`src/design/dtip_pkg.sv`:
```
// ----------------------------------------------------------------------------
// dtip_pkg
// Shared types and constants for the decimal text to integer parser.
// ----------------------------------------------------------------------------
`default_nettype none

package dtip_pkg;

    localparam int unsigned CHAR_W  = 8;
    localparam int unsigned VALUE_W = 32;
    localparam int unsigned EXP_W   = 6;

    localparam logic [CHAR_W-1:0] CH_PLUS  = 8'h2B;
    localparam logic [CHAR_W-1:0] CH_MINUS = 8'h2D;
    localparam logic [CHAR_W-1:0] CH_E     = 8'h45;
    localparam logic [CHAR_W-1:0] CH_ZERO  = 8'h30;
    localparam logic [CHAR_W-1:0] CH_NINE  = 8'h39;

    localparam logic [VALUE_W-1:0] MANT_LIMIT = 32'd214748363;
    localparam logic [VALUE_W-1:0] SAT_VALUE  = 32'h7FFF_FFFF;
    localparam logic [VALUE_W-1:0] RECIP_10   = 32'hCCCC_CCCD;

    localparam logic [EXP_W-1:0] EXP_MAX      = 6'd63;
    localparam logic [EXP_W-1:0] EXP_NEG_ZERO = 6'd10;

    typedef struct packed {
        logic consume;
        logic scale;
        logic load_out;
    } t_dp_cmd;

    typedef struct packed {
        logic scale_done;
    } t_dp_stat;

endpackage

`default_nettype wire

```
`src/design/dtip_if.sv`:
```
// ----------------------------------------------------------------------------
// dtip_if
// Character and result channels of the decimal text to integer parser.
// ----------------------------------------------------------------------------
`default_nettype none

interface dtip_in_if;
    logic                         valid;
    logic                         ready;
    logic [dtip_pkg::CHAR_W-1:0]  char_code;
    logic                         has_char;
    logic                         last_char;

    modport source (output valid, char_code, has_char, last_char, input ready);
    modport sink   (input valid, char_code, has_char, last_char, output ready);
endinterface

interface dtip_out_if;
    logic                                valid;
    logic                                ready;
    logic signed [dtip_pkg::VALUE_W-1:0] value;
    logic                                saturated;

    modport source (output valid, value, saturated, input ready);
    modport sink   (input valid, value, saturated, output ready);
endinterface

`default_nettype wire

```
`src/design/decimal_text_to_int_parser_top.sv`:
```
// ----------------------------------------------------------------------------
// decimal_text_to_int_parser_top
// Decimal text to signed 32-bit integer parser with optional E exponent.
// ----------------------------------------------------------------------------
//  channel   dir  handshake         payload
//  i_in      in   valid / ready     char_code[7:0], has_char, last_char
//  o_out     out  valid / ready     value[31:0] signed, saturated
//  cfg       in   i_cfg_we          i_cfg_wdata (exponent enable)
//
//  Characters that do not end a string are taken back to back.
//  After the ending character the datapath scales by the exponent count E,
//  one x10 or div10 step per cycle (1 step for E >= 10 negative), then loads.
//  i_in.ready drops from the ending transfer until the result is loaded.
//  A waiting result stalls only the load; reset is synchronous, active low.
// ----------------------------------------------------------------------------
`default_nettype none

module decimal_text_to_int_parser_top (
    input  wire         i_clk,
    input  wire         i_rst_n,
    dtip_in_if.sink     i_in,
    dtip_out_if.source  o_out,
    input  wire         i_cfg_we,
    input  wire         i_cfg_wdata
);

    dtip_pkg::t_dp_cmd  w_cmd;
    dtip_pkg::t_dp_stat w_stat;

    dtip_ctrl u_ctrl (
        .i_clk       (i_clk),
        .i_rst_n     (i_rst_n),
        .i_in_valid  (i_in.valid),
        .i_in_last   (i_in.last_char),
        .i_out_ready (o_out.ready),
        .i_stat      (w_stat),
        .o_in_ready  (i_in.ready),
        .o_out_valid (o_out.valid),
        .o_cmd       (w_cmd)
    );

    dtip_datapath u_datapath (
        .i_clk       (i_clk),
        .i_rst_n     (i_rst_n),
        .i_cfg_we    (i_cfg_we),
        .i_cfg_wdata (i_cfg_wdata),
        .i_char_code (i_in.char_code),
        .i_has_char  (i_in.has_char),
        .i_cmd       (w_cmd),
        .o_stat      (w_stat),
        .o_value     (o_out.value),
        .o_saturated (o_out.saturated)
    );

    a_sat_value: assert property (@(posedge i_clk) disable iff (!i_rst_n)
        (o_out.valid && o_out.saturated) |-> (o_out.value == dtip_pkg::SAT_VALUE))
        else $error("saturated result without maximum value");

    a_last_blocks_in: assert property (@(posedge i_clk) disable iff (!i_rst_n)
        (i_in.valid && i_in.ready && i_in.last_char) |=> !i_in.ready)
        else $error("input still ready after ending transfer");

    a_load_while_blocked: assert property (@(posedge i_clk) disable iff (!i_rst_n)
        $rose(o_out.valid) |-> $past(!i_in.ready))
        else $error("result loaded while input was open");

    a_no_scale_on_input: assert property (@(posedge i_clk) disable iff (!i_rst_n)
        !(w_cmd.scale && w_cmd.consume))
        else $error("scaling step during input transfer");

endmodule

`default_nettype wire

```
`src/design/dtip_ctrl.sv`:
```
// ----------------------------------------------------------------------------
// dtip_ctrl
// Controller: string parsing, exponent scaling and result hand-off.
// ----------------------------------------------------------------------------
`default_nettype none

module dtip_ctrl (
    input  wire                 i_clk,
    input  wire                 i_rst_n,
    input  wire                 i_in_valid,
    input  wire                 i_in_last,
    input  wire                 i_out_ready,
    input  wire dtip_pkg::t_dp_stat i_stat,
    output logic                o_in_ready,
    output logic                o_out_valid,
    output dtip_pkg::t_dp_cmd   o_cmd
);

    localparam logic [1:0] S_PARSE  = 2'd0;
    localparam logic [1:0] S_SCALE  = 2'd1;
    localparam logic [1:0] S_FINISH = 2'd2;

    logic [1:0] r_state, n_state;
    logic       r_out_valid, n_out_valid;
    logic       w_xfer_in;
    logic       w_load;

    assign o_in_ready  = (r_state == S_PARSE);
    assign o_out_valid = r_out_valid;
    assign w_xfer_in   = i_in_valid && o_in_ready;
    assign w_load      = (r_state == S_FINISH) && (!r_out_valid || i_out_ready);

    assign o_cmd.consume  = w_xfer_in;
    assign o_cmd.scale    = (r_state == S_SCALE) && !i_stat.scale_done;
    assign o_cmd.load_out = w_load;

    always_comb begin
        n_state = r_state;
        unique case (r_state)
            S_PARSE: begin
                if (w_xfer_in && i_in_last) begin
                    n_state = S_SCALE;
                end
            end
            S_SCALE: begin
                if (i_stat.scale_done) begin
                    n_state = S_FINISH;
                end
            end
            S_FINISH: begin
                if (w_load) begin
                    n_state = S_PARSE;
                end
            end
            default: begin
                n_state = S_PARSE;
            end
        endcase
    end

    always_comb begin
        n_out_valid = r_out_valid;
        if (w_load) begin
            n_out_valid = 1'b1;
        end else if (i_out_ready) begin
            n_out_valid = 1'b0;
        end
    end

    always_ff @(posedge i_clk) begin
        if (!i_rst_n) begin
            r_state     <= S_PARSE;
            r_out_valid <= 1'b0;
        end else begin
            r_state     <= n_state;
            r_out_valid <= n_out_valid;
        end
    end

endmodule

`default_nettype wire

```
`src/design/dtip_datapath.sv`:
```
// ----------------------------------------------------------------------------
// dtip_datapath
// Parse registers, shared x10 / div10 scaling step and result register.
// ----------------------------------------------------------------------------
`default_nettype none

module dtip_datapath (
    input  wire                                 i_clk,
    input  wire                                 i_rst_n,
    input  wire                                 i_cfg_we,
    input  wire                                 i_cfg_wdata,
    input  wire  [dtip_pkg::CHAR_W-1:0]         i_char_code,
    input  wire                                 i_has_char,
    input  wire dtip_pkg::t_dp_cmd              i_cmd,
    output dtip_pkg::t_dp_stat                  o_stat,
    output logic signed [dtip_pkg::VALUE_W-1:0] o_value,
    output logic                                o_saturated
);

    localparam logic [2:0] PH_SIGN  = 3'd0;
    localparam logic [2:0] PH_MANT  = 3'd1;
    localparam logic [2:0] PH_ESIGN = 3'd2;
    localparam logic [2:0] PH_EDIG  = 3'd3;
    localparam logic [2:0] PH_DONE  = 3'd4;

    logic                           r_exp_en;
    logic [2:0]                     r_phase, n_phase;
    logic                           r_neg, n_neg;
    logic [dtip_pkg::VALUE_W-1:0]   r_mant, n_mant;
    logic                           r_ovf, n_ovf;
    logic                           r_eneg, n_eneg;
    logic [dtip_pkg::EXP_W-1:0]     r_exp, n_exp;
    logic signed [dtip_pkg::VALUE_W-1:0] r_value;
    logic                           r_sat;

    logic                           w_digit;
    logic [3:0]                     w_dval;
    logic [dtip_pkg::CHAR_W-1:0]    w_dsub;
    logic [9:0]                     w_exp_next;
    logic [dtip_pkg::VALUE_W-1:0]   w_mant_next;
    logic [dtip_pkg::VALUE_W-1:0]   w_mul10;
    logic [2*dtip_pkg::VALUE_W-1:0] w_prod;
    logic [dtip_pkg::VALUE_W-1:0]   w_div10;
    logic [dtip_pkg::VALUE_W-1:0]   w_final;

    assign w_digit = (i_char_code >= dtip_pkg::CH_ZERO) && (i_char_code <= dtip_pkg::CH_NINE);
    assign w_dsub  = i_char_code - dtip_pkg::CH_ZERO;
    assign w_dval  = w_dsub[3:0];

    assign w_exp_next  = {1'b0, r_exp, 3'b000} + {3'b000, r_exp, 1'b0} + {6'b0, w_dval};
    assign w_mul10     = {r_mant[28:0], 3'b000} + {r_mant[30:0], 1'b0};
    assign w_mant_next = w_mul10 + {28'b0, w_dval};

    // floor(x / 10) = (x * ceil(2^35 / 10)) >> 35, exact over 32 bits
    assign w_prod  = r_mant * dtip_pkg::RECIP_10;
    assign w_div10 = {3'b000, w_prod[63:35]};

    assign w_final = r_neg ? (32'd0 - r_mant) : r_mant;

    assign o_stat.scale_done = r_ovf || (r_exp == '0);
    assign o_value           = r_value;
    assign o_saturated       = r_sat;

    always_comb begin
        logic [2:0] ph;
        logic       handled;
        n_phase = r_phase;
        n_neg   = r_neg;
        n_mant  = r_mant;
        n_ovf   = r_ovf;
        n_eneg  = r_eneg;
        n_exp   = r_exp;
        ph      = r_phase;
        handled = 1'b0;
        if (i_cmd.load_out) begin
            n_phase = PH_SIGN;
            n_neg   = 1'b0;
            n_mant  = '0;
            n_ovf   = 1'b0;
            n_eneg  = 1'b0;
            n_exp   = '0;
        end else if (i_cmd.scale) begin
            if (r_eneg) begin
                if (r_exp >= dtip_pkg::EXP_NEG_ZERO) begin
                    n_mant = '0;
                    n_exp  = '0;
                end else begin
                    n_mant = w_div10;
                    n_exp  = r_exp - 6'd1;
                end
            end else begin
                n_mant = w_mul10;
                n_exp  = r_exp - 6'd1;
            end
        end else if (i_cmd.consume && i_has_char && (r_phase < PH_DONE)) begin
            if (ph == PH_SIGN) begin
                if (i_char_code == dtip_pkg::CH_PLUS) begin
                    handled = 1'b1;
                end else if (i_char_code == dtip_pkg::CH_MINUS) begin
                    n_neg   = ~r_neg;
                    handled = 1'b1;
                end else begin
                    ph = PH_MANT;
                end
            end
            if (!handled && ph == PH_MANT) begin
                handled = 1'b1;
                if (w_digit) begin
                    if (r_mant > dtip_pkg::MANT_LIMIT) begin
                        n_ovf = 1'b1;
                        ph    = PH_DONE;
                    end else begin
                        n_mant = w_mant_next;
                    end
                end else if (i_char_code == dtip_pkg::CH_E && r_exp_en) begin
                    ph = PH_ESIGN;
                end else begin
                    ph = PH_DONE;
                end
            end
            if (!handled && ph == PH_ESIGN) begin
                ph = PH_EDIG;
                if (i_char_code == dtip_pkg::CH_MINUS) begin
                    n_eneg  = 1'b1;
                    handled = 1'b1;
                end else if (i_char_code == dtip_pkg::CH_PLUS) begin
                    handled = 1'b1;
                end
            end
            if (!handled && ph == PH_EDIG) begin
                if (w_digit) begin
                    n_exp = (w_exp_next > {4'b0, dtip_pkg::EXP_MAX}) ? dtip_pkg::EXP_MAX
                                                                     : w_exp_next[5:0];
                end else begin
                    ph = PH_DONE;
                end
            end
            n_phase = ph;
        end
    end

    always_ff @(posedge i_clk) begin
        if (!i_rst_n) begin
            r_exp_en <= 1'b0;
            r_phase  <= PH_SIGN;
            r_neg    <= 1'b0;
            r_mant   <= '0;
            r_ovf    <= 1'b0;
            r_eneg   <= 1'b0;
            r_exp    <= '0;
        end else begin
            if (i_cfg_we) begin
                r_exp_en <= i_cfg_wdata;
            end
            r_phase <= n_phase;
            r_neg   <= n_neg;
            r_mant  <= n_mant;
            r_ovf   <= n_ovf;
            r_eneg  <= n_eneg;
            r_exp   <= n_exp;
        end
    end

    always_ff @(posedge i_clk) begin
        if (i_cmd.load_out) begin
            r_value <= r_ovf ? dtip_pkg::SAT_VALUE : w_final;
            r_sat   <= r_ovf;
        end
    end

endmodule

`default_nettype wire
```
`src/flat_wrapper.sv`:
```
// flat-port wrapper written by rule: the top's interface ports become plain ports
module decimal_text_to_int_parser_top_flat 
  (i_clk, i_rst_n, i_cfg_we, i_cfg_wdata, i_in_valid, i_in_char_code, i_in_has_char, i_in_last_char, i_in_ready, o_out_valid, o_out_value, o_out_saturated, o_out_ready);
  dtip_in_if i_in_i ();
  dtip_out_if o_out_i ();
  input  wire i_clk;
  input  wire i_rst_n;
  input  wire i_cfg_we;
  input  wire i_cfg_wdata;
  input wire logic [$bits(i_in_i.valid)-1:0] i_in_valid;
  input wire logic [$bits(i_in_i.char_code)-1:0] i_in_char_code;
  input wire logic [$bits(i_in_i.has_char)-1:0] i_in_has_char;
  input wire logic [$bits(i_in_i.last_char)-1:0] i_in_last_char;
  output wire logic [$bits(i_in_i.ready)-1:0] i_in_ready;
  output wire logic [$bits(o_out_i.valid)-1:0] o_out_valid;
  output wire logic [$bits(o_out_i.value)-1:0] o_out_value;
  output wire logic [$bits(o_out_i.saturated)-1:0] o_out_saturated;
  input wire logic [$bits(o_out_i.ready)-1:0] o_out_ready;
  assign i_in_i.valid = i_in_valid;
  assign i_in_i.char_code = i_in_char_code;
  assign i_in_i.has_char = i_in_has_char;
  assign i_in_i.last_char = i_in_last_char;
  assign i_in_ready = i_in_i.ready;
  assign o_out_valid = o_out_i.valid;
  assign o_out_value = o_out_i.value;
  assign o_out_saturated = o_out_i.saturated;
  assign o_out_i.ready = o_out_ready;
  decimal_text_to_int_parser_top u_core (.i_clk(i_clk), .i_rst_n(i_rst_n), .i_in(i_in_i), .o_out(o_out_i), .i_cfg_we(i_cfg_we), .i_cfg_wdata(i_cfg_wdata));
endmodule
```
`config.mk`:
```
export PLATFORM = sky130hd
export DESIGN_NAME = decimal_text_to_int_parser_top_flat
export DESIGN_NICKNAME = d
export VERILOG_FILES = /design/src/design/dtip_pkg.sv /design/src/design/dtip_if.sv /design/src/design/decimal_text_to_int_parser_top.sv /design/src/design/dtip_ctrl.sv /design/src/design/dtip_datapath.sv /design/src/flat_wrapper.sv
export SDC_FILE = /design/constraint.sdc
export NUM_CORES = 1
export LEC_CHECK = 0
export BUFFER_PORTS_ARGS = -buffer_cell sky130_fd_sc_hd__buf_2
export CAP_MARGIN = 20
export CORE_AREA = 2 2 254 256
export CTS_CLUSTER_SIZE = 40
export DETAILED_ROUTE_END_ITERATION = 12
export DIE_AREA = 0 0 256 258
export PLACE_DENSITY = 0.58
export SYNTH_ARGS = -nofsm -noshare
export SYNTH_HDL_FRONTEND = slang
export SYNTH_SLANG_ARGS = --single-unit
```
`constraint.sdc`:
```
create_clock -name i_clk -period 9.5 [get_ports i_clk]
set_input_delay 0.95 -clock i_clk [delete_from_list [all_inputs] [get_ports i_clk]]
set_output_delay 0.95 -clock i_clk [all_outputs]
set_load 0.02 [all_outputs]
```
==> impl_metrics.toml <==
[logic_synthesis]
synth_top_family_by_area = "adder cells"
syn_area_um2 = 25200
synth_fa_ha_area_share_pct = 52.2
ys.flop_type = "dfxtp_1"
synth_largest_area_cell = "fa_1"
yosys.area_share.simple_pct = 10.8
yosys_register_bits = 81
syn_inst = 2775
synth_cell_types = 97
synth-compound-area-share_pct = 13.9
yosysWarnings = 0
synth_edf_count = 33
async_flop_share_pct = 0
synth-xor-area-share_pct = 4.32
synth.top_cell.area_share_pct = 31.1
ys_seq_area_share_pct = 7.76
syn_avg_cell_area_um2 = 9.06
syn-num-nets = 3606
synth_area_leaders = "fa_1 31%, ha_1 21%, inv_1 9.5%"
muxShareOfSynthArea_pct = 0.318

[cts]
cts_made_buffers = 9
htree_levels = 3
cts_hold_buf = 0
cts_resized = 0
clockBufferDepth = 2
clk_latency_ns = 0.37
cts_tree = "done"
root_buffer = "clkbuf_16"
cts.clk_slew.worst_paths_ns = 0.07
cts_setup_buffers = 0
cts.sinks = 81

[global_routing]
grt_pass1_wl_um = 137000
grt_pass1_vias = 21700
antenna_found_initial = 1
overflow = 0
grt_usage_pct = 27.5
grt_max_degree = 44

[final_layout]
drive_gt1_share_pct = 5.92
fillers = 6312
layout.nets = 3648
fin_area_um2 = 26800
synthToLayoutAreaGrowth_pct = 6.75
layout_common_cells = "638 x inv_1, 424 x ha_1, 391 x fa_1, 151 x nand2_1, 148 x a21oi_1"
mostFrequentLayoutCell = "inv_1"

[die]
coreArea_um2 = 63600
die_h_um = 258
die-area_um2 = 66000
row_count = 93
start_util_pct = 39.5
ioPinCount = 51
die_x_um = 256

[power]
p_per_area_nw_per_um2 = 35.8
power_mw = 0.961
p_leak_nw = 14.1
ir_drop_mv = 0.0765

[setup_path]
worst_path_largest_cell_delay_ns = 0.81
critPathArrivalTime_ns = 9.02
critPathCaptureType = "flip-flop"
cp_common_cell = "fa_1"
crit_path_start_kind = "flip-flop"
crit_type = "flip-flop to flip-flop"
crit_fanout = 14
cp.required_ns = 9.76
cp_num_buf_inv = 3
critPathTopFamily = "adder cells"
path_cells = "inv_1, ha_1, xor2_1, xor2_1, fa_1, fa_1, fa_1, fa_1, fa_1, inv_1, fa_1, inv_1, ha_1, nand4_1, nor4_1, nand3_1, a31oi_1, o31a_1, a31oi_1, mux2i_1, o221a_2"
cp_slowest_cell = "dfxtp_1"
rrSetupSlack_ns = 0.74

[detailed_routing]
viasPerCell = 5.60
drtIter0Drc = 1606
first_pass_iters = 6
drc = 0
wl_per_cell_um = 24.4
route.vias.total = 20600
ant_nets = 0
drt_wl_total_um = 89700

[timing]
clock_skew_ns = 0.0115
max_slew_margin_pct = 32.6
fin_crit_sh_pct = 92.2
max_slew.worst_pin.slew_ns = 1.01
rsz0062_at_grt = "false"
drv_slew = 0
fin_setup_tns_ns = 0
fin_crit_ns = 8.76
max_freq_mhz = 114
final_hold_viol_count = 0
setup_violations = 0

[job]
cap_violations = 0

[outcome]
status = "finished clean"

[placed_design]
dp_hpwl_um = 78100
place_area_um2 = 26500
place_congestion = 1.02
io_buffers = 50

[worst_hold_path]
holdCritPathClass = "flip-flop to flip-flop"
## worst register-to-register path, cell delays in order, from the launching register on
cell,delay [ns]
dfxtp_1,0.81
inv_1,0.20
ha_1,0.54
xor2_1,0.57
xor2_1,0.19
fa_1,0.59
fa_1,0.60
fa_1,0.54
fa_1,0.52
fa_1,0.54
inv_1,0.05
fa_1,0.49
inv_1,0.04
ha_1,0.38
nand4_1,0.22
nor4_1,0.50
nand3_1,0.14
a31oi_1,0.72
o31a_1,0.42
a31oi_1,0.15
mux2i_1,0.15
o221a_2,0.29
## final cells by class
class / count / area [µm²] / area share [%]
Antenna cell: 1 / 2.50 / 0.00932
Clock buffer: 9 / 225 / 0.839
Clock inverter: 7 / 76.3 / 0.284
Inverter: 638 / 2390 / 8.92
Multi-Input combinational cell: 1989 / 20500 / 76.4
Sequential cell: 81 / 1950 / 7.27
Tap cell: 855 / 1070 / 3.98
Timing Repair Buffer: 98 / 611 / 2.27
## kinds of logic after synthesis
kind of cell	Yosys count
simple gates	519
mux	8
flops	81
buf+inv	705
fa+ha+maj	815
compound gates	523
xor+xnor	124
## flip-flops by register name (all words and copies together), names as in the netlist
name	count
u_core.u_datapath.r_neg	1
u_core.u_datapath.o_value	32
u_core.u_datapath.r_eneg	1
u_core.u_ctrl.r_state	2
u_core.u_datapath.r_ovf	1
u_core.u_datapath.r_mant	32
u_core.u_datapath.o_saturated	1
u_core.u_ctrl.o_out_valid	1
u_core.u_datapath.r_exp_en	1
u_core.u_datapath.r_exp	6
u_core.u_datapath.r_phase	3
## power by group
group	switching, mW	internal (mW)	leakage (nW)	total, mW
registers	0.00347	0.364	0.710	0.367
logic	0.151	0.0834	13.3	0.235
clock network	0.172	0.187	0.149	0.359
## metal layers
layer | global-route usage (%) | routed length, µm | vias to the layer above
met2 | 46.0 | 42000 | 716
li1 | - | - | 9288
met5 | 0 | 0 | -
met1 | 36.2 | 38500 | 10400
met3 | 3.16 | 5130 | 167
met4 | 11.5 | 4140 | 0
## synthesized netlist by cell type (9+ instances only)
library cell and count:
o21bai_1 12, nor2b_1 11, o211ai_1 15, a21oi_1 148, a211oi_1 26, clkbuf_1 55, and2_1 14, nor4_1 11
nand3_1 50, nand2b_1 14, a221oi_1 16, inv_1 638, and3_1 30, nand4_1 40, o21ai_0 102, or3_1 16
nor2_1 85, edfxtp_1 33, or2_2 9, fa_1 391, nand2_1 151, a31oi_1 25, xor2_1 61, nor3_1 42
xnor2_1 63, ha_1 424, a21o_1 45, o21a_1 14, dfxtp_1 48
## per-stage QoR
| stage | worst slack, ns | hold slack [ns] | utilization (%) | cells |
|---|---|---|---|---|
| finish | 0.741 | 0.454 | 42.2 | 3678 |
| global route | 0.182 | 0.462 | 42.2 | 3677 |
| CTS | 0.926 | 0.453 | 42.2 | 3677 |
| detailed placement | 0.951 | 0.442 | 41.7 | 3661 |
| global placement | 1.12 | 0.437 | 41.7 | 3661 |
| floorplan | 2.36 | 0.427 | - | 2775 |
## path summary, 6_finish.rpt
kind | startpoint | to | depth (start not counted)
worst min register to register | u_core.u_datapath.r_phase[0]$_SDFFE_PP0P_ | u_core.u_datapath.r_phase[0]$_SDFFE_PP0P_ | 2
worst min-delay path | u_core.u_datapath.r_phase[0]$_SDFFE_PP0P_ | u_core.u_datapath.r_phase[0]$_SDFFE_PP0P_ | 2
worst max-delay path | u_core.u_datapath.r_mant[3]$_SDFFE_PP0P_ | u_core.u_datapath.r_mant[23]$_SDFFE_PP0P_ | 21
worst max register to register | u_core.u_datapath.r_mant[3]$_SDFFE_PP0P_ | u_core.u_datapath.r_mant[23]$_SDFFE_PP0P_ | 21
Note: power is estimated with default switching activity, not from simulation.
